## config.mk

```make
export PLATFORM = sky130hd
export DESIGN_NAME = wav_chunk_walk_sample_decoder_flat
export DESIGN_NICKNAME = d
export VERILOG_FILES = /design/src/rtl/core/wcw_pkg.sv /design/src/rtl/core/wcw_in_if.sv /design/src/rtl/core/wcw_out_if.sv /design/src/rtl/core/wcw_front.sv /design/src/rtl/core/wcw_fifo.sv /design/src/rtl/core/wcw_back.sv /design/src/rtl/core/wav_chunk_walk_sample_decoder.sv /design/src/flat_wrapper.sv
export SDC_FILE = /design/constraint.sdc
export NUM_CORES = 1
export LEC_CHECK = 0
export BUFFER_PORTS_ARGS = -buffer_cell sky130_fd_sc_hd__buf_2
export CAP_MARGIN = 10
export CORE_UTILIZATION = 45
export DETAILED_ROUTE_END_ITERATION = 8
export PLACE_DENSITY = 0.58
export SYNTH_ARGS = -nofsm -noshare
export SYNTH_HDL_FRONTEND = slang
export SYNTH_HIERARCHICAL = 1
export SYNTH_SLANG_ARGS = --single-unit
```

## constraint.sdc

```tcl
create_clock -name clk -period 10.89 [get_ports clk]
set_clock_uncertainty 0.2 [all_clocks]
set_input_delay 2.178 -clock clk [delete_from_list [all_inputs] [get_ports clk]]
set_output_delay 2.178 -clock clk [all_outputs]
set_load 0.02 [all_outputs]
```

## src/rtl/core/wcw_pkg.sv

```systemverilog
`default_nettype none

package wcw_pkg;

  // Parser phases of the chunk walk.
  typedef enum logic [2:0] {
    MODE_ID   = 3'd0,
    MODE_SIZE = 3'd1,
    MODE_SKIP = 3'd2,
    MODE_DATA = 3'd3,
    MODE_BAD  = 3'd4
  } wcw_mode_t;

  // Result kinds as they leave the block.
  typedef enum logic [1:0] {
    KIND_SAMPLE    = 2'd0,
    KIND_END       = 2'd1,
    KIND_BAD_WIDTH = 2'd2
  } wcw_kind_t;

  localparam logic [31:0] DATA_TAG     = 32'h6461_7461;
  localparam logic [5:0]  CHUNKS_FROM  = 6'd12;
  localparam logic [5:0]  OFF_CHANNELS = 6'd22;
  localparam logic [5:0]  OFF_RATE     = 6'd24;
  localparam logic [5:0]  OFF_BITS     = 6'd34;
  localparam logic [5:0]  OFF_LIMIT    = 6'd36;

  // One classified word handed from the parser to the formatter.
  typedef struct packed {
    wcw_kind_t   kind;
    logic [31:0] raw;
    logic [7:0]  channel_count;
    logic [12:0] sample_width;
    logic [31:0] rate_hz;
    logic        end_flag;
  } wcw_cmd_t;

  // Queue status seen by the parser and the formatter.
  typedef struct packed {
    logic full;
    logic empty;
  } wcw_q_status_t;

endpackage

`default_nettype wire

```

## src/rtl/core/wcw_in_if.sv

```systemverilog
`default_nettype none

interface wcw_in_if;
  logic       valid;
  logic       ready;
  logic [7:0] byte_value;
  logic       final_byte;

  modport source (output valid, output byte_value, output final_byte, input ready);
  modport sink (input valid, input byte_value, input final_byte, output ready);
endinterface

`default_nettype wire

```

## src/rtl/core/wcw_out_if.sv

```systemverilog
`default_nettype none

interface wcw_out_if;
  logic               valid;
  logic               ready;
  logic [1:0]         kind;
  logic signed [31:0] sample_value;
  logic               is_float;
  logic [7:0]         channel_count;
  logic [12:0]        sample_width;
  logic [31:0]        rate_hz;
  logic               end_flag;

  modport source (output valid, output kind, output sample_value, output is_float,
                  output channel_count, output sample_width, output rate_hz,
                  output end_flag, input ready);
  modport sink (input valid, input kind, input sample_value, input is_float,
                input channel_count, input sample_width, input rate_hz,
                input end_flag, output ready);
endinterface

`default_nettype wire

```

## src/rtl/core/wcw_front.sv

```systemverilog
`default_nettype none

module wcw_front
  import wcw_pkg::*;
(
  input  wire logic     clk,
  input  wire logic     rst_n,
  wcw_in_if.sink        in_ch,
  input  wcw_q_status_t q_status,
  output logic          push,
  output wcw_cmd_t      cmd
);

  wcw_mode_t   mode_r, mode_nxt;
  logic [5:0]  off_r, off_nxt;
  logic [31:0] id_shift_r, id_shift_nxt;
  logic [1:0]  fc_r, fc_nxt;
  logic [31:0] chunk_len_r, chunk_len_nxt;
  logic [31:0] skip_left_r, skip_left_nxt;
  logic [23:0] sample_bytes_r, sample_bytes_nxt;
  logic [7:0]  channels_r, channels_nxt;
  logic [15:0] bits_r, bits_nxt;
  logic [31:0] rate_r, rate_nxt;

  logic accept;

  assign in_ch.ready = !q_status.full;
  assign accept      = in_ch.valid && in_ch.ready;

  always_ff @(posedge clk) begin
    if (!rst_n) begin
      mode_r         <= MODE_ID;
      off_r          <= '0;
      id_shift_r     <= '0;
      fc_r           <= '0;
      chunk_len_r    <= '0;
      skip_left_r    <= '0;
      sample_bytes_r <= '0;
      channels_r     <= '0;
      bits_r         <= '0;
      rate_r         <= '0;
    end else begin
      mode_r         <= mode_nxt;
      off_r          <= off_nxt;
      id_shift_r     <= id_shift_nxt;
      fc_r           <= fc_nxt;
      chunk_len_r    <= chunk_len_nxt;
      skip_left_r    <= skip_left_nxt;
      sample_bytes_r <= sample_bytes_nxt;
      channels_r     <= channels_nxt;
      bits_r         <= bits_nxt;
      rate_r         <= rate_nxt;
    end
  end

  always_comb begin
    logic [7:0]  b;
    logic [12:0] width_now;
    logic [31:0] len_full;
    logic [31:0] full;
    logic        emit;
    wcw_kind_t   kind;

    b    = in_ch.byte_value;
    emit = 1'b0;
    kind = KIND_END;

    mode_nxt         = mode_r;
    off_nxt          = off_r;
    id_shift_nxt     = id_shift_r;
    fc_nxt           = fc_r;
    chunk_len_nxt    = chunk_len_r;
    skip_left_nxt    = skip_left_r;
    sample_bytes_nxt = sample_bytes_r;
    channels_nxt     = channels_r;
    bits_nxt         = bits_r;
    rate_nxt         = rate_r;

    // Header capture stops once the data or bad phase is entered.
    if (mode_r != MODE_DATA && mode_r != MODE_BAD) begin
      if (off_r == OFF_CHANNELS) begin
        channels_nxt = b;
      end else if (off_r >= OFF_RATE && off_r < OFF_RATE + 6'd4) begin
        rate_nxt[{off_r[1:0], 3'b000} +: 8] = b;
      end else if (off_r == OFF_BITS) begin
        bits_nxt[7:0] = b;
      end else if (off_r == OFF_BITS + 6'd1) begin
        bits_nxt[15:8] = b;
      end
    end
    if (off_r < OFF_LIMIT) begin
      off_nxt = off_r + 6'd1;
    end
    width_now = bits_nxt[15:3];

    len_full = chunk_len_r;
    len_full[{fc_r, 3'b000} +: 8] = b;
    full = {8'h00, sample_bytes_r};
    full[{fc_r, 3'b000} +: 8] = b;

    unique case (mode_r)
      MODE_ID: begin
        if (off_r >= CHUNKS_FROM) begin
          id_shift_nxt = {id_shift_r[23:0], b};
          if (fc_r == 2'd3) begin
            fc_nxt        = '0;
            chunk_len_nxt = '0;
            mode_nxt      = MODE_SIZE;
          end else begin
            fc_nxt = fc_r + 2'd1;
          end
        end
      end
      MODE_SIZE: begin
        chunk_len_nxt = len_full;
        if (fc_r == 2'd3) begin
          fc_nxt = '0;
          if (id_shift_r == DATA_TAG) begin
            sample_bytes_nxt = '0;
            if (width_now >= 13'd1 && width_now <= 13'd4) begin
              mode_nxt = MODE_DATA;
            end else begin
              mode_nxt = MODE_BAD;
              emit     = 1'b1;
              kind     = KIND_BAD_WIDTH;
            end
          end else if (len_full == '0) begin
            mode_nxt = MODE_ID;
          end else begin
            skip_left_nxt = len_full;
            mode_nxt      = MODE_SKIP;
          end
        end else begin
          fc_nxt = fc_r + 2'd1;
        end
      end
      MODE_SKIP: begin
        skip_left_nxt = skip_left_r - 32'd1;
        if (skip_left_r == 32'd1) begin
          mode_nxt = MODE_ID;
        end
      end
      MODE_DATA: begin
        if (13'(fc_r) + 13'd1 >= width_now) begin
          emit             = 1'b1;
          kind             = KIND_SAMPLE;
          sample_bytes_nxt = '0;
          fc_nxt           = '0;
        end else begin
          sample_bytes_nxt = full[23:0];
          fc_nxt           = fc_r + 2'd1;
        end
      end
      MODE_BAD: begin
      end
      default: begin
      end
    endcase

    push               = accept && (emit || in_ch.final_byte);
    cmd.kind           = kind;
    cmd.raw            = (kind == KIND_SAMPLE) ? full : '0;
    cmd.channel_count  = channels_nxt;
    cmd.sample_width   = width_now;
    cmd.rate_hz        = rate_nxt;
    cmd.end_flag       = in_ch.final_byte;

    if (!accept) begin
      mode_nxt         = mode_r;
      off_nxt          = off_r;
      id_shift_nxt     = id_shift_r;
      fc_nxt           = fc_r;
      chunk_len_nxt    = chunk_len_r;
      skip_left_nxt    = skip_left_r;
      sample_bytes_nxt = sample_bytes_r;
      channels_nxt     = channels_r;
      bits_nxt         = bits_r;
      rate_nxt         = rate_r;
    end else if (in_ch.final_byte) begin
      // The last byte of a file leaves the parser ready for the next one.
      mode_nxt         = MODE_ID;
      off_nxt          = '0;
      id_shift_nxt     = '0;
      fc_nxt           = '0;
      chunk_len_nxt    = '0;
      skip_left_nxt    = '0;
      sample_bytes_nxt = '0;
      channels_nxt     = '0;
      bits_nxt         = '0;
      rate_nxt         = '0;
    end
  end

  a_final_resets: assert property (@(posedge clk) disable iff (!rst_n)
    accept && in_ch.final_byte |=> mode_r == MODE_ID && off_r == '0 && fc_r == '0)
    else $error("parser state not cleared after final byte");

  a_skip_nonzero: assert property (@(posedge clk) disable iff (!rst_n)
    mode_r == MODE_SKIP |-> skip_left_r != '0)
    else $error("skip phase entered with nothing to skip");

endmodule

`default_nettype wire

```

## src/rtl/core/wcw_fifo.sv

```systemverilog
`default_nettype none

module wcw_fifo
  import wcw_pkg::*;
#(
  parameter int DEPTH = 2
) (
  input  wire logic     clk,
  input  wire logic     rst_n,
  input  wire logic     push,
  input  wcw_cmd_t      wr_data,
  input  wire logic     pop,
  output wcw_cmd_t      rd_data,
  output wcw_q_status_t status
);

  localparam int PTR_W = (DEPTH > 1) ? $clog2(DEPTH) : 1;
  localparam int CNT_W = $clog2(DEPTH + 1);

  wcw_cmd_t         mem_r [DEPTH];
  logic [PTR_W-1:0] wr_ptr_r, rd_ptr_r;
  logic [CNT_W-1:0] count_r;

  assign status.full  = (count_r == CNT_W'(DEPTH));
  assign status.empty = (count_r == '0);
  assign rd_data      = mem_r[rd_ptr_r];

  always_ff @(posedge clk) begin
    if (push) begin
      mem_r[wr_ptr_r] <= wr_data;
    end
  end

  always_ff @(posedge clk) begin
    if (!rst_n) begin
      wr_ptr_r <= '0;
      rd_ptr_r <= '0;
      count_r  <= '0;
    end else begin
      if (push) begin
        wr_ptr_r <= (wr_ptr_r == PTR_W'(DEPTH - 1)) ? '0 : wr_ptr_r + 1'b1;
      end
      if (pop) begin
        rd_ptr_r <= (rd_ptr_r == PTR_W'(DEPTH - 1)) ? '0 : rd_ptr_r + 1'b1;
      end
      count_r <= count_r + CNT_W'(push) - CNT_W'(pop);
    end
  end

  a_no_overflow: assert property (@(posedge clk) disable iff (!rst_n)
    push && status.full |-> pop)
    else $error("queue written while full");

  a_no_underflow: assert property (@(posedge clk) disable iff (!rst_n)
    pop |-> !status.empty)
    else $error("queue read while empty");

endmodule

`default_nettype wire

```

## src/rtl/core/wcw_back.sv

```systemverilog
`default_nettype none

module wcw_back
  import wcw_pkg::*;
(
  input  wire logic     clk,
  input  wire logic     rst_n,
  input  wcw_cmd_t      q_data,
  input  wcw_q_status_t q_status,
  output logic          pop,
  wcw_out_if.source     out_ch
);

  logic               valid_r;
  logic [1:0]         kind_r;
  logic signed [31:0] value_r;
  logic               float_r;
  logic [7:0]         channels_r;
  logic [12:0]        width_r;
  logic [31:0]        rate_r;
  logic               end_r;

  logic [31:0] value_nxt;
  logic        float_nxt;

  assign pop = !q_status.empty && (!valid_r || out_ch.ready);

  // Sample conversion to Q1.31; four-byte samples pass as float bits.
  always_comb begin
    value_nxt = '0;
    float_nxt = 1'b0;
    if (q_data.kind == KIND_SAMPLE) begin
      case (q_data.sample_width[2:0])
        3'd1:    value_nxt = {~q_data.raw[7], q_data.raw[6:0], 24'h000000};
        3'd2:    value_nxt = {q_data.raw[15:0], 16'h0000};
        3'd3:    value_nxt = {q_data.raw[23:0], 8'h00};
        default: begin
          value_nxt = q_data.raw;
          float_nxt = 1'b1;
        end
      endcase
    end
  end

  always_ff @(posedge clk) begin
    if (!rst_n) begin
      valid_r <= 1'b0;
    end else if (pop) begin
      valid_r <= 1'b1;
    end else if (out_ch.ready) begin
      valid_r <= 1'b0;
    end
  end

  always_ff @(posedge clk) begin
    if (pop) begin
      kind_r     <= q_data.kind;
      value_r    <= value_nxt;
      float_r    <= float_nxt;
      channels_r <= q_data.channel_count;
      width_r    <= q_data.sample_width;
      rate_r     <= q_data.rate_hz;
      end_r      <= q_data.end_flag;
    end
  end

  assign out_ch.valid         = valid_r;
  assign out_ch.kind          = kind_r;
  assign out_ch.sample_value  = value_r;
  assign out_ch.is_float      = float_r;
  assign out_ch.channel_count = channels_r;
  assign out_ch.sample_width  = width_r;
  assign out_ch.rate_hz       = rate_r;
  assign out_ch.end_flag      = end_r;

  a_nonsample_zero: assert property (@(posedge clk) disable iff (!rst_n)
    valid_r && kind_r != KIND_SAMPLE |-> value_r == '0 && !float_r)
    else $error("non-sample result carries sample bits");

endmodule

`default_nettype wire

```

## src/rtl/core/wav_chunk_walk_sample_decoder.sv

```systemverilog
// Path: an input byte that completes a result word has that word written into the
// queue, and the word then moves from the queue into the output register.
// Throughput: one byte per cycle while the queue is not full.
// The output register and a QUEUE_DEPTH-word queue let input continue under stall.
// Reset is synchronous and active low; it clears the parser, queue and output
// valid. The final byte of each file also returns the parser to its reset state.
`default_nettype none

module wav_chunk_walk_sample_decoder
  import wcw_pkg::*;
#(
  parameter int QUEUE_DEPTH = 2
) (
  input  wire logic clk,
  input  wire logic rst_n,
  wcw_in_if.sink    in_ch,
  wcw_out_if.source out_ch
);

  // The front parser walks the RIFF structure one byte at a time. It captures
  // the channel count, sample rate and bits-per-sample fields from their fixed
  // header offsets, reads chunk identifiers and sizes, skips chunks that are
  // not "data", and assembles sample bytes. Each byte that completes a sample,
  // hits an unsupported width, or ends the file produces one word for the queue.
  wcw_cmd_t      push_cmd;
  wcw_cmd_t      pop_cmd;
  logic          push;
  logic          pop;
  wcw_q_status_t q_status;

  wcw_front u_front (
    .clk      (clk),
    .rst_n    (rst_n),
    .in_ch    (in_ch),
    .q_status (q_status),
    .push     (push),
    .cmd      (push_cmd)
  );

  // The queue decouples the parser from the result side, so the parser keeps
  // taking bytes while the consumer holds off, until the queue is full.
  wcw_fifo #(
    .DEPTH (QUEUE_DEPTH)
  ) u_fifo (
    .clk     (clk),
    .rst_n   (rst_n),
    .push    (push),
    .wr_data (push_cmd),
    .pop     (pop),
    .rd_data (pop_cmd),
    .status  (q_status)
  );

  // The back end turns raw sample bytes into Q1.31 values (or float bits for
  // four-byte samples) and holds each result word in the output register.
  wcw_back u_back (
    .clk      (clk),
    .rst_n    (rst_n),
    .q_data   (pop_cmd),
    .q_status (q_status),
    .pop      (pop),
    .out_ch   (out_ch)
  );

endmodule

`default_nettype wire
```

## src/flat_wrapper.sv

```systemverilog
// flat-port wrapper written by rule: the top's interface ports become plain ports
module wav_chunk_walk_sample_decoder_flat import wcw_pkg::*;
#(
  parameter int QUEUE_DEPTH = 2
)
  (clk, rst_n, in_ch_valid, in_ch_byte_value, in_ch_final_byte, in_ch_ready, out_ch_valid, out_ch_kind, out_ch_sample_value, out_ch_is_float, out_ch_channel_count, out_ch_sample_width, out_ch_rate_hz, out_ch_end_flag, out_ch_ready);
  wcw_in_if in_ch_i ();
  wcw_out_if out_ch_i ();
  input  wire logic clk;
  input  wire logic rst_n;
  input wire logic [$bits(in_ch_i.valid)-1:0] in_ch_valid;
  input wire logic [$bits(in_ch_i.byte_value)-1:0] in_ch_byte_value;
  input wire logic [$bits(in_ch_i.final_byte)-1:0] in_ch_final_byte;
  output wire logic [$bits(in_ch_i.ready)-1:0] in_ch_ready;
  output wire logic [$bits(out_ch_i.valid)-1:0] out_ch_valid;
  output wire logic [$bits(out_ch_i.kind)-1:0] out_ch_kind;
  output wire logic [$bits(out_ch_i.sample_value)-1:0] out_ch_sample_value;
  output wire logic [$bits(out_ch_i.is_float)-1:0] out_ch_is_float;
  output wire logic [$bits(out_ch_i.channel_count)-1:0] out_ch_channel_count;
  output wire logic [$bits(out_ch_i.sample_width)-1:0] out_ch_sample_width;
  output wire logic [$bits(out_ch_i.rate_hz)-1:0] out_ch_rate_hz;
  output wire logic [$bits(out_ch_i.end_flag)-1:0] out_ch_end_flag;
  input wire logic [$bits(out_ch_i.ready)-1:0] out_ch_ready;
  assign in_ch_i.valid = in_ch_valid;
  assign in_ch_i.byte_value = in_ch_byte_value;
  assign in_ch_i.final_byte = in_ch_final_byte;
  assign in_ch_ready = in_ch_i.ready;
  assign out_ch_valid = out_ch_i.valid;
  assign out_ch_kind = out_ch_i.kind;
  assign out_ch_sample_value = out_ch_i.sample_value;
  assign out_ch_is_float = out_ch_i.is_float;
  assign out_ch_channel_count = out_ch_i.channel_count;
  assign out_ch_sample_width = out_ch_i.sample_width;
  assign out_ch_rate_hz = out_ch_i.rate_hz;
  assign out_ch_end_flag = out_ch_i.end_flag;
  assign out_ch_i.ready = out_ch_ready;
  wav_chunk_walk_sample_decoder #(.QUEUE_DEPTH(QUEUE_DEPTH)) u_core (.clk(clk), .rst_n(rst_n), .in_ch(in_ch_i), .out_ch(out_ch_i));
endmodule
```

==> results of run 1 <==
[per-layer routing]
metal | global-route usage, % | wire length [um] | up-vias
li1 | - | - | 6641
met3 | 3.21 | 2500 | 83
met5 | 0 | 13 | -
met4 | 6.67 | 1160 | 2
met1 | 30.2 | 22500 | 6745
met2 | 33.3 | 22000 | 421
[sequential cells by signal, summed over array words and instances, names as in the netlist, 13 cells and up, named ones only]
| name | cells |
|---|---|
| u_core/u_front/bits_r | 13 |
| u_core/u_front/skip_left_r | 32 |
| u_core/u_front/id_shift_r | 32 |
| u_core/u_back/out_ch.sample_width | 13 |
| u_core/u_fifo/mem_r | 176 |
| u_core/u_back/out_ch.sample_value | 32 |
| u_core/u_front/chunk_len_r | 32 |
| u_core/u_front/rate_r | 32 |
| u_core/u_back/out_ch.rate_hz | 32 |
| u_core/u_front/sample_bytes_r | 24 |
[path summary, 6_finish.rpt]
check	startpoint	depth (start not counted)	slack, ns	to
worst max-delay path	in_ch_byte_value[7]	11	3.96	u_core/u_fifo/mem_r[0][34]$_DFFE_PP_
worst min-delay path	u_core/u_front/skip_left_r[28]$_SDFFE_PN0P_	2	0.27	u_core/u_front/skip_left_r[28]$_SDFFE_PN0P_
worst max register to register	u_core/u_front/mode_r[2]$_SDFFE_PN0P_	15	4.70	u_core/u_fifo/mem_r[0][34]$_DFFE_PP_
worst min register to register	u_core/u_front/skip_left_r[28]$_SDFFE_PN0P_	2	0.27	u_core/u_front/skip_left_r[28]$_SDFFE_PN0P_
[synthesized netlist by cell type (8+ instances only)]
master / number
a21bo_2: 8
a21oi_1: 122
a22o_1: 29
a22oi_1: 45
a2bb2oi_1: 36
a31oi_1: 16
and2_1: 22
buf_1: 12
buf_2: 11
buf_6: 8
clkbuf_1: 101
dfxtp_1: 190
edfxtp_1: 265
ha_1: 16
inv_1: 74
mux2_2: 116
mux2_4: 20
mux2i_1: 9
nand2_1: 106
nand2b_1: 11
nand3_1: 11
nand4_1: 20
nor2_1: 215
nor2b_1: 35
nor3_1: 39
nor3b_1: 34
nor4_1: 12
o211ai_1: 19
o21ai_0: 36
o21ai_1: 8
o221a_2: 13
o22ai_1: 9
or3_1: 9
[where the power goes]
| group | leakage [uW] | internal (uW) | switching [uW] | total (uW) |
|---|---|---|---|---|
| Combinational | 0.00343 | 335 | 620 | 956 |
| Sequential | 0.00402 | 2050 | 71.4 | 2120 |
| Clock | 0.000743 | 950 | 653 | 1600 |
[critical path: cells and delay by family]
family          cells  cell delay (ns)
compound gates      2             0.59
buf+inv             3             1.17
mux                 1             0.32
simple gates        5             2.51
[area by class of cell]
type	count	area [um2]	share of cell area [%]
clock buffers	66	1300	5.75
clock inverters	21	228	1.01
inverters	75	284	1.26
multi-input cells	1126	7570	33.5
flip-flops and latches	455	11800	52.1
well taps	592	741	3.28
repair buffers	128	701	3.10
[per-stage QoR]
step	cells	instance area [um2]	total power (uW)	setup WS [ns]	utilization, %
floorplan	1792	20200	2870	1.93	-
global placement	2375	21100	3110	3.43	47.6
detailed placement	2376	21100	3120	3.33	47.6
CTS	2463	22600	4730	3.93	51.1
global route	2463	22600	4890	3.70	51.1
finish	2463	22600	4680	3.96	51.1
[layout by cell type (no fill, tap or decap), types with 6 or more instances in the layout]
master and count:
a22oi_1 45, ha_1 16, and2_1 21, o21ai_0 36, nand2_1 106, nor3_1 39, nand4_1 20, clkinv_1 7
a21bo_2 8, clkbuf_16 49, o21ai_1 8, o211ai_1 19, o22ai_1 9, buf_4 24, mux2i_1 9, inv_1 73
a21oi_1 122, nor2b_1 33, a2111o_1 6, o31ai_1 6, nand3_1 11, nor2_1 215, dfxtp_1 189, mux2_2 116
a31oi_1 16, o221a_2 13, a221oi_1 7, clkbuf_1 16, a2bb2oi_1 36, buf_2 104, a22o_1 29, nor3b_1 33
clkinv_2 7, nand2b_1 11, mux2_4 20, edfxtp_1 265, or3_1 8, nor4_1 12
[kinds of logic (layout without fill, tap and decap cells)]
| family | Yosys count | in the layout |
|---|---|---|
| XOR/XNOR | 9 | 9 |
| AND/OR/NAND/NOR | 554 | 554 |
| multiplexers | 145 | 145 |
| flip-flops | 455 | 455 |
| AO/OA/AOI/OAI | 402 | 402 |
| buffers and inverters | 211 | 290 |
| adder cells (fa/ha/maj) | 16 | 16 |
==> metrics.cfg, run 1 <==
[clock_network]
cts_buffers = 47
cts_hold_buf = 0
tritoncts = built
clock-sinks = 455
path_clk_slew_ns = 0.05
cts_buffer_depth = 3
post-cts-setup-buffers = 0
clk_latency_ns = 0.58
cts_root_buffer = clkbuf_16
cts-resized-gates = 0
htreeDepth = 2

[power_and_ir_drop]
power.density_mw_per_mm2 = 207
ir_drop_mv = 0.155
power_leakage_uw = 0.00819

[finish]
final_nets = 1862
areaGrowthSynthToFinish_pct = 12.0
layout-drive-gt1-share_pct = 19.8
num_antenna_cells = 0
fill_cells = 3949

[sta]
setup_tns_ns = 0
period_minus_slack_ns = 6.93
max_freq_mhz = 144
final-max-slew-violation-count = 0
setup_viol = 0
timing.final.crit_share_pct = 63.6
worst_pin_slew_ns = 1.29
hold_viol = 0
rsz0062_at_grt = no
relSlewSlack_pct = 14.0
fin_hold_ws_ns = 0.266

[synth]
synth_simple_gate_area_share_pct = 13.6
syn_inst = 1792
synth_xor_area_share_pct = 0.459
synth.area.top_cells = edfxtp_1 39%, dfxtp_1 19%, mux2_2 6.5%
synth.distinct_cells = 76
yosys.area.top_type_share_pct = 39.4
synthArstFlopShare_pct = 0
synth_fa_ha_area_share_pct = 0.992
synth.net_count = 1821
postSynthRegisterBits = 455
synth_mux_area_share_pct = 8.41
syn_avg_cell_area_um2 = 11.3
yosysSeqAreaShare_pct = 58.3
synth_top_family_by_area = compound AO/OA/AOI/OAI gates
ys.flop_type = edfxtp_1
ys_warn_count = 6
synth-edff-count = 265
syn_area_mm2 = 0.0202
synth_compound_area_share_pct = 13.9
synth_top_area_cell = edfxtp_1

[floorplan]
fp-row-count = 77
die_y_um = 214
start_util_pct = 45.6
core-area_mm2 = 0.0442
pin_count = 104
fp.dieW_um = 214
floorplan.die_area_mm2 = 0.0457

[drt]
wl_per_cell_um = 19.6
drc = 0
antenna_left = 0
firstDrtPassIters = 5
vias = 13900
routed_wl_um = 48200
viasPerCell = 5.64
drt_iter0_drc = 1059

[run]
max_cap_violations = 0

[global_routing]
track_usage_pct = 21.2
grt_pass1_wl_um = 74800
grt_pass1_vias = 13100
grt_antenna_before_repair = 1
grt_max_degree = 76
grt-ovfl-total = 0

[setup_path]
critPathArrivalTime_ns = 6.91
cp_slowest_cell = buf_4
crit_required_ns = 10.87
crit_path_max_fanout = 75
path_cells = buf_2, buf_4, or4_1, or4_1, mux2_2, a311oi_4, nand2_1, nand2b_1, o21a_1, nor2b_4, buf_4
setup.worst_path.start_class = input pin
end_kind = register
path_class = input pin to register
crit_path_max_incr_delay_ns = 0.85

[place]
globalplace.congestion = 0.838
hpwl_um = 30500
port_buffers = 103

[min_path]
hold_path_class = register to register

[run_status]
status = completed

Power figures use the tool's default switching activity.
==> inputs of run 2 (changes only) <==
PLACE_DENSITY = 0.6   (was 0.58)
clock period = 5.9 ns   (was 10.89 ns; I/O delays follow)
==> run 2 against run 1 <==
  * Sequential power is 85% higher
  * Global-route usage is 0.36 points lower
  * Die area stayed put
  * Count of clock-buffer cells in the layout is 4 higher
  * Worst hold slack better by 0.0061 ns
  * Sequential share of layout area is 0.16 points lower
  * Non-clock buffer count is 5 higher
  * Cell area is 0.30% higher
  * Critical path depth is 4 higher
  * Critical path type is now register to register
==> metrics.cfg, run 2 (same netlist as run 1, synthesis figures left out) <==
[run_status]
status = completed

[setup_path]
setup.worst_path.start_class = register
critPathArrivalTime_ns = 4.74  ; -2.17 ns
worstReg2RegStart = u_core/u_front/mode_r[2]$_SDFFE_PN0P_
cp_slowest_cell = dfxtp_1
cpMostUsedCell = nand2_1
path_class = register to register
crit_path_max_incr_delay_ns = 0.54  ; -0.31 ns
critPathTopFamily = simple AND/OR/NAND/NOR gates
r2r-end = u_core/u_fifo/mem_r[1][10]$_DFFE_PP_
ff2ff_path_depth = 15  ; unchanged
crit_buf_inv = 2  ; -1
crit_path_max_fanout = 73  ; -2.7%
path_cells = or3b_2, nand4_1, inv_1, nand2_1, nand2_1, ha_1, nand2b_1, a211o_1, nand3b_1, a311oi_4, nand2_1, nand2b_1, o21a_1, and2_4, buf_12
end_kind = register
crit_required_ns = 5.92  ; -4.95 ns
r2r_slack_ns = 1.18  ; -3.52 ns

[clock_network]
clock-sinks = 455  ; unchanged
clk_latency_ns = 0.58  ; about the same
tritoncts = built
htreeDepth = 2  ; unchanged
post-cts-setup-buffers = 0  ; unchanged
path_clk_slew_ns = 0.06  ; about the same
cts-resized-gates = 0  ; unchanged
cts_buffers = 48  ; +2.1%
cts_root_buffer = clkbuf_16
cts_hold_buf = 0  ; unchanged
cts_buffer_depth = 3  ; unchanged

[global_routing]
grt_pass1_wl_um = 74100  ; -0.97%
track_usage_pct = 20.9  ; -0.36 points
grt-ovfl-total = 0  ; unchanged
grt_max_degree = 89  ; +17%
grt_pass1_vias = 13200  ; +0.53%
grt_antenna_before_repair = 1  ; unchanged

[sta]
setup_viol = 0  ; unchanged
final-max-slew-violation-count = 0  ; unchanged
rsz0062_at_grt = no
timing.final.crit_share_pct = 80.0
worst_pin_slew_ns = 1.23  ; -0.0613 ns
setup_tns_ns = 0  ; unchanged
period_minus_slack_ns = 4.72
max_freq_mhz = 212
relSlewSlack_pct = 18.0  ; +4.1 points
hold_viol = 0  ; unchanged

[finish]
multi_input_area_mm2 = 0.00757  ; unchanged
final_common_cell = edfxtp_1
areaGrowthSynthToFinish_pct = 12.3
top_register = u_core/u_fifo/mem_r
fill_cells = 3939  ; -0.25%
layout-drive-gt1-share_pct = 20.2  ; +0.39 points
regArea_mm2 = 0.0118  ; unchanged
num_antenna_cells = 0  ; unchanged
fin_cells = 2471  ; +0.32%
final_nets = 1868  ; +0.32%
final_cell_mix = 265 x edfxtp_1, 215 x nor2_1, 189 x dfxtp_1
largest_reg_flops = 176  ; unchanged

[run]
max_cap_violations = 0  ; unchanged

[place]
port_buffers = 103  ; unchanged
globalplace.congestion = 0.845  ; +0.80%
place_inst = 2381  ; +0.21%
hpwl_um = 30300  ; -0.69%

[drt]
viasPerCell = 5.62  ; -0.30%
drc = 0  ; unchanged
vias = 13900  ; +0.029%
wl_per_cell_um = 19.2  ; -2.0%
routed_wl_um = 47300  ; -1.7%
drt_iter0_drc = 1225  ; +16%
firstDrtPassIters = 6  ; +1
antenna_left = 0  ; unchanged

[min_path]
whs_path_depth = 2  ; unchanged
min_to = u_core/u_front/skip_left_r[11]$_SDFFE_PN0P_
hold_path_class = register to register
hold_start = u_core/u_front/skip_left_r[11]$_SDFFE_PN0P_

[power_and_ir_drop]
intPower_uw = 6130  ; +84%
seqPwrFrac_pct = 45.7  ; +0.4 points
power.density_mw_per_mm2 = 379  ; +83%
clkPwrFrac_pct = 34.2  ; about the same
ir_drop_mv = 0.240  ; +55%
switching_share_pct = 28.7  ; about the same
power_leakage_uw = 0.00824  ; +0.50%
comb_power_share_pct = 20.1  ; -0.3 points
switchingPower_uw = 2470  ; +84%

[floorplan]
fp.dieW_um = 214  ; unchanged
core-area_mm2 = 0.0442  ; unchanged
floorplan.die_area_mm2 = 0.0457  ; unchanged
die_y_um = 214  ; unchanged
pin_count = 104  ; unchanged
fp-row-count = 77  ; unchanged
start_util_pct = 45.6  ; unchanged

[run 2: cell types whose count changed in the layout (fill, tap and decap cells not counted), sizes merged]
cell and delta:
bufinv -2, clkinvlp -1, clkbuf +4, buf +5, inv +2
[run 2: how the worst max path moves through the flow]
stage / cells past startpoint / to / startpoint / slack, ns
finish: 15 / u_core/u_fifo/mem_r[1][10]$_DFFE_PP_ / u_core/u_front/mode_r[2]$_SDFFE_PN0P_ / 1.18
global route: 14 / u_core/u_fifo/mem_r[1][11]$_DFFE_PP_ / u_core/u_front/off_r[5]$_SDFFE_PN0P_ / 0.93
CTS: 15 / u_core/u_fifo/mem_r[1][11]$_DFFE_PP_ / u_core/u_front/mode_r[2]$_SDFFE_PN0P_ / 1.22
detailed placement: 10 / u_core/u_fifo/mem_r[1][13]$_DFFE_PP_ / in_ch_byte_value[2] / 0.83
global placement: 10 / u_core/u_fifo/mem_r[1][13]$_DFFE_PP_ / in_ch_byte_value[2] / 0.87
floorplan: 8 / u_core/u_fifo/mem_r[0][0]$_DFFE_PP_ / in_ch_byte_value[7] / 0.62
[run 2: metrics by stage]
step	area [um2]	setup slack (ns)	util (%)	hold WS (ns)	total power, uW
4_1_cts	22700	1.22	51.2	0.274	8700
2_1_floorplan	20200	0.624	-	0.241	5280
6_report	22700	1.18	51.2	0.272	8590
3_5_place_dp	21100	0.829	47.8	0.260	5740
3_3_place_gp	21100	0.871	47.8	0.255	5730
5_1_grt	22700	0.930	51.2	0.287	8980
[run 2: worst min-delay path, stage by stage, from the launching register on]
cell,delay [ns]
dfxtp_1,0.30
nand2_1,0.05
o32ai_1,0.07
[run 2: cell type report]
class | count | share of cell area (%)
clock buffers | 70 | 5.98
multi-input cells | 1126 | 33.4
clock inverters | 20 | 0.773
inverters | 75 | 1.25
well taps | 592 | 3.27
repair buffers | 133 | 3.38
flip-flops and latches | 455 | 51.9
[run 2: routing by layer]
layer / vias up / track usage [%] / part of all wire, %
li1: 6658 / - / -
met1: 6769 / 29.6 / 47
met2: 391 / 32.8 / 46
met3: 76 / 3.43 / 5.1
met4: 2 / 6.48 / 2.2
met5: - / 0 / 0.023
[run 2: power by group through the flow]
| stage | sequential, uW | combinational, uW | clock, uW |
|---|---|---|---|
| 3_5_place_dp | 4010 | 1740 | 0 |
| 5_1_grt | 3980 | 1880 | 3120 |
| 3_3_place_gp | 4000 | 1730 | 0 |
| 2_1_floorplan | 4240 | 1040 | 0 |
| 6_report | 3930 | 1730 | 2940 |
| 4_1_cts | 3940 | 1740 | 3010 |
==> inputs of run 3 (changes only) <==
clock period = 4.2 ns   (was 5.9 ns; I/O delays follow)
==> run 3 against run 2 <==
  * Sequential power up 39%
  * Non-clock buffer count grew 37
  * Cell area increased by 1.6%
  * Wire length up 1.9%
  * Flip-flop and latch count did not move
  * Critical path depth is 2 higher
  * Clock power is 39% higher
  * Power is 41% higher
  * Via count grew 1.5%
  * Worst hold slack barely moved
  * Largest power group unchanged
==> metrics.cfg, run 3 (same netlist as run 1, synthesis figures left out) <==
[clock_network]
cts_buffer_depth = 3  ; unchanged
cts_buffers = 48  ; unchanged
path_clk_slew_ns = 0.06  ; about the same
clk_latency_ns = 0.58  ; about the same
cts_hold_buf = 0  ; unchanged
tritoncts = built
clock-sinks = 455  ; unchanged
cts_root_buffer = clkbuf_16
htreeDepth = 2  ; unchanged

[global_routing]
grt_pass1_wl_um = 75700  ; +2.2%
grt-ovfl-total = 0  ; unchanged
grt_max_degree = 60  ; -33%
grt_pass1_vias = 13300  ; +1.1%
grt_antenna_before_repair = 1  ; unchanged
track_usage_pct = 21.2  ; +0.37 points

[finish]
final_common_cell = edfxtp_1
layout-drive-gt1-share_pct = 21.7  ; +1.5 points
areaGrowthSynthToFinish_pct = 14.1
largest_reg_flops = 176  ; unchanged
final_cell_mix = 265 x edfxtp_1, 215 x nor2_1, 188 x dfxtp_1
final_nets = 1905  ; +2.0%
postLayoutCellArea_mm2 = 0.0230  ; +1.6%
top_register = u_core/u_fifo/mem_r

[min_path]
hold_path_class = register to register
whs_path_depth = 1  ; -1
hold_start = u_core/u_front/sample_bytes_r[22]$_SDFFE_PN0P_
min_to = u_core/u_front/sample_bytes_r[22]$_SDFFE_PN0P_

[place]
port_buffers = 103  ; unchanged
hpwl_um = 31200  ; +3.1%
dp_slack_ns = 0.0262  ; -0.803 ns
globalplace.congestion = 0.844  ; about the same
place_area_mm2 = 0.0214  ; +1.4%

[drt]
viasPerCell = 5.63  ; about the same
routed_wl_um = 48300  ; +1.9%
vias = 14100  ; +1.5%
drt_iter0_drc = 1114  ; -9.1%
antenna_left = 0  ; unchanged
wl_per_cell_um = 19.3  ; +0.49%
firstDrtPassIters = 5  ; -1
drc = 0  ; unchanged

[sta]
setup_viol = 0  ; unchanged
worst_slack_ns = 0.317  ; -0.862 ns
worst_pin_slew_ns = 1.22  ; -0.00777 ns
max_freq_mhz = 258  ; +22%
setup_tns_ns = 0  ; unchanged
timing.final.crit_share_pct = 92.5  ; +12 points
hold_viol = 0  ; unchanged
rsz0062_at_grt = no
final-max-slew-violation-count = 0  ; unchanged
period_minus_slack_ns = 3.88  ; -0.838 ns
relSlewSlack_pct = 18.6  ; +0.52 points

[setup_path]
end_kind = register
setup.worst_path.start_class = register
r2r_slack_ns = 0.32  ; -0.86 ns
worstReg2RegStart = u_core/u_front/off_r[2]$_SDFFE_PN0P_
ff2ff_path_depth = 17  ; +2
crit_path_max_fanout = 21  ; -71%
crit_required_ns = 4.46  ; -1.46 ns
path_class = register to register
crit_start = u_core/u_front/off_r[2]$_SDFFE_PN0P_
r2r-end = u_core/u_fifo/wr_ptr_r$_SDFFE_PN0P_
critPathArrivalTime_ns = 4.14  ; -0.60 ns

[power_and_ir_drop]
power_leakage_uw = 0.00842  ; +2.3%
ir_drop_mv = 0.355  ; +48%
power.density_mw_per_mm2 = 526  ; +39%

[floorplan]
core-area_mm2 = 0.0442  ; unchanged
pin_count = 104  ; unchanged
fp.dieW_um = 214  ; unchanged
fp-row-count = 77  ; unchanged
floorplan.die_area_mm2 = 0.0457  ; unchanged
die_y_um = 214  ; unchanged
start_util_pct = 45.6  ; unchanged

[run_status]
status = completed

[run]
max_cap_violations = 0  ; unchanged

==> run 3: final cells by class <==
| type | instances | area [um2] |
|---|---|---|
| Antenna cell | 1 | 2.50 |
| Clock buffer | 72 | 1340 |
| Fill cell | 3846 | 21200 |
| Multi-Input combinational cell | 1126 | 7580 |
| Inverter | 75 | 284 |
| Timing Repair Buffer | 170 | 1140 |
| Tap cell | 592 | 741 |
| Sequential cell | 455 | 11800 |
| Clock inverter | 16 | 159 |
==> run 3: worst max-delay path, stage by stage, from the launching register on <==
cell and delay [ns]:
dfxtp_1 0.39, nor4b_1 0.43, nand4_1 0.32, inv_1 0.21, nand2_1 0.07, nand2_1 0.10, ha_1 0.23, nand2b_1 0.16
a211o_1 0.31, nand3b_1 0.13, a311oi_4 0.11, nand2_2 0.09, nand2b_1 0.08, o21a_1 0.25, nor2b_4 0.16, buf_12 0.14
clkbuf_16 0.19, o21a_1 0.19
==> run 3: timing repair <==
item | CTS | global route
setup buffers | 0 | 3
gates resized for setup | 0 | 1
setup endpoints to repair | 0 | 103
hold endpoints to repair | 0 | 0
==> run 3: worst max path at each step <==
stage / to / slack, ns / cells past startpoint
2_1_floorplan: u_core/u_fifo/mem_r[0][0]$_DFFE_PP_ / -0.68 / 8
3_5_place_dp: u_core/u_fifo/mem_r[0][38]$_DFFE_PP_ / 0.03 / 10
5_1_grt: u_core/u_fifo/wr_ptr_r$_SDFFE_PN0P_ / 0.03 / 17
6_report: u_core/u_fifo/wr_ptr_r$_SDFFE_PN0P_ / 0.32 / 17
3_3_place_gp: u_core/u_fifo/mem_r[0][44]$_DFFE_PP_ / 0.05 / 10
4_1_cts: u_core/u_fifo/mem_r[0][74]$_DFFE_PP_ / 0.30 / 16
==> run 3: where the power goes <==
| group | switching, uW | internal (uW) |
|---|---|---|
| Combinational | 1620 | 924 |
| Clock | 1690 | 2390 |
| Sequential | 168 | 5310 |
==> run 3: routing by layer <==
layer,GRT usage [%],wire [um],up-vias
li1,-,-,6749
met1,30.3,22500,6865
met2,33.1,21900,406
met3,3.15,2630,84
met4,7.19,1250,0
met5,0,0,-
==> run 3: metrics by stage <==
stage	hold WS (ns)	util, %	instances	total power (uW)
after floorplan	0.241	-	1792	7410
after global placement	0.258	48.4	2413	8090
after detailed placement	0.261	48.4	2413	8110
after CTS	0.276	51.8	2501	12200
after global routing	0.295	52.0	2506	12700
final	0.271	52.0	2507	12100
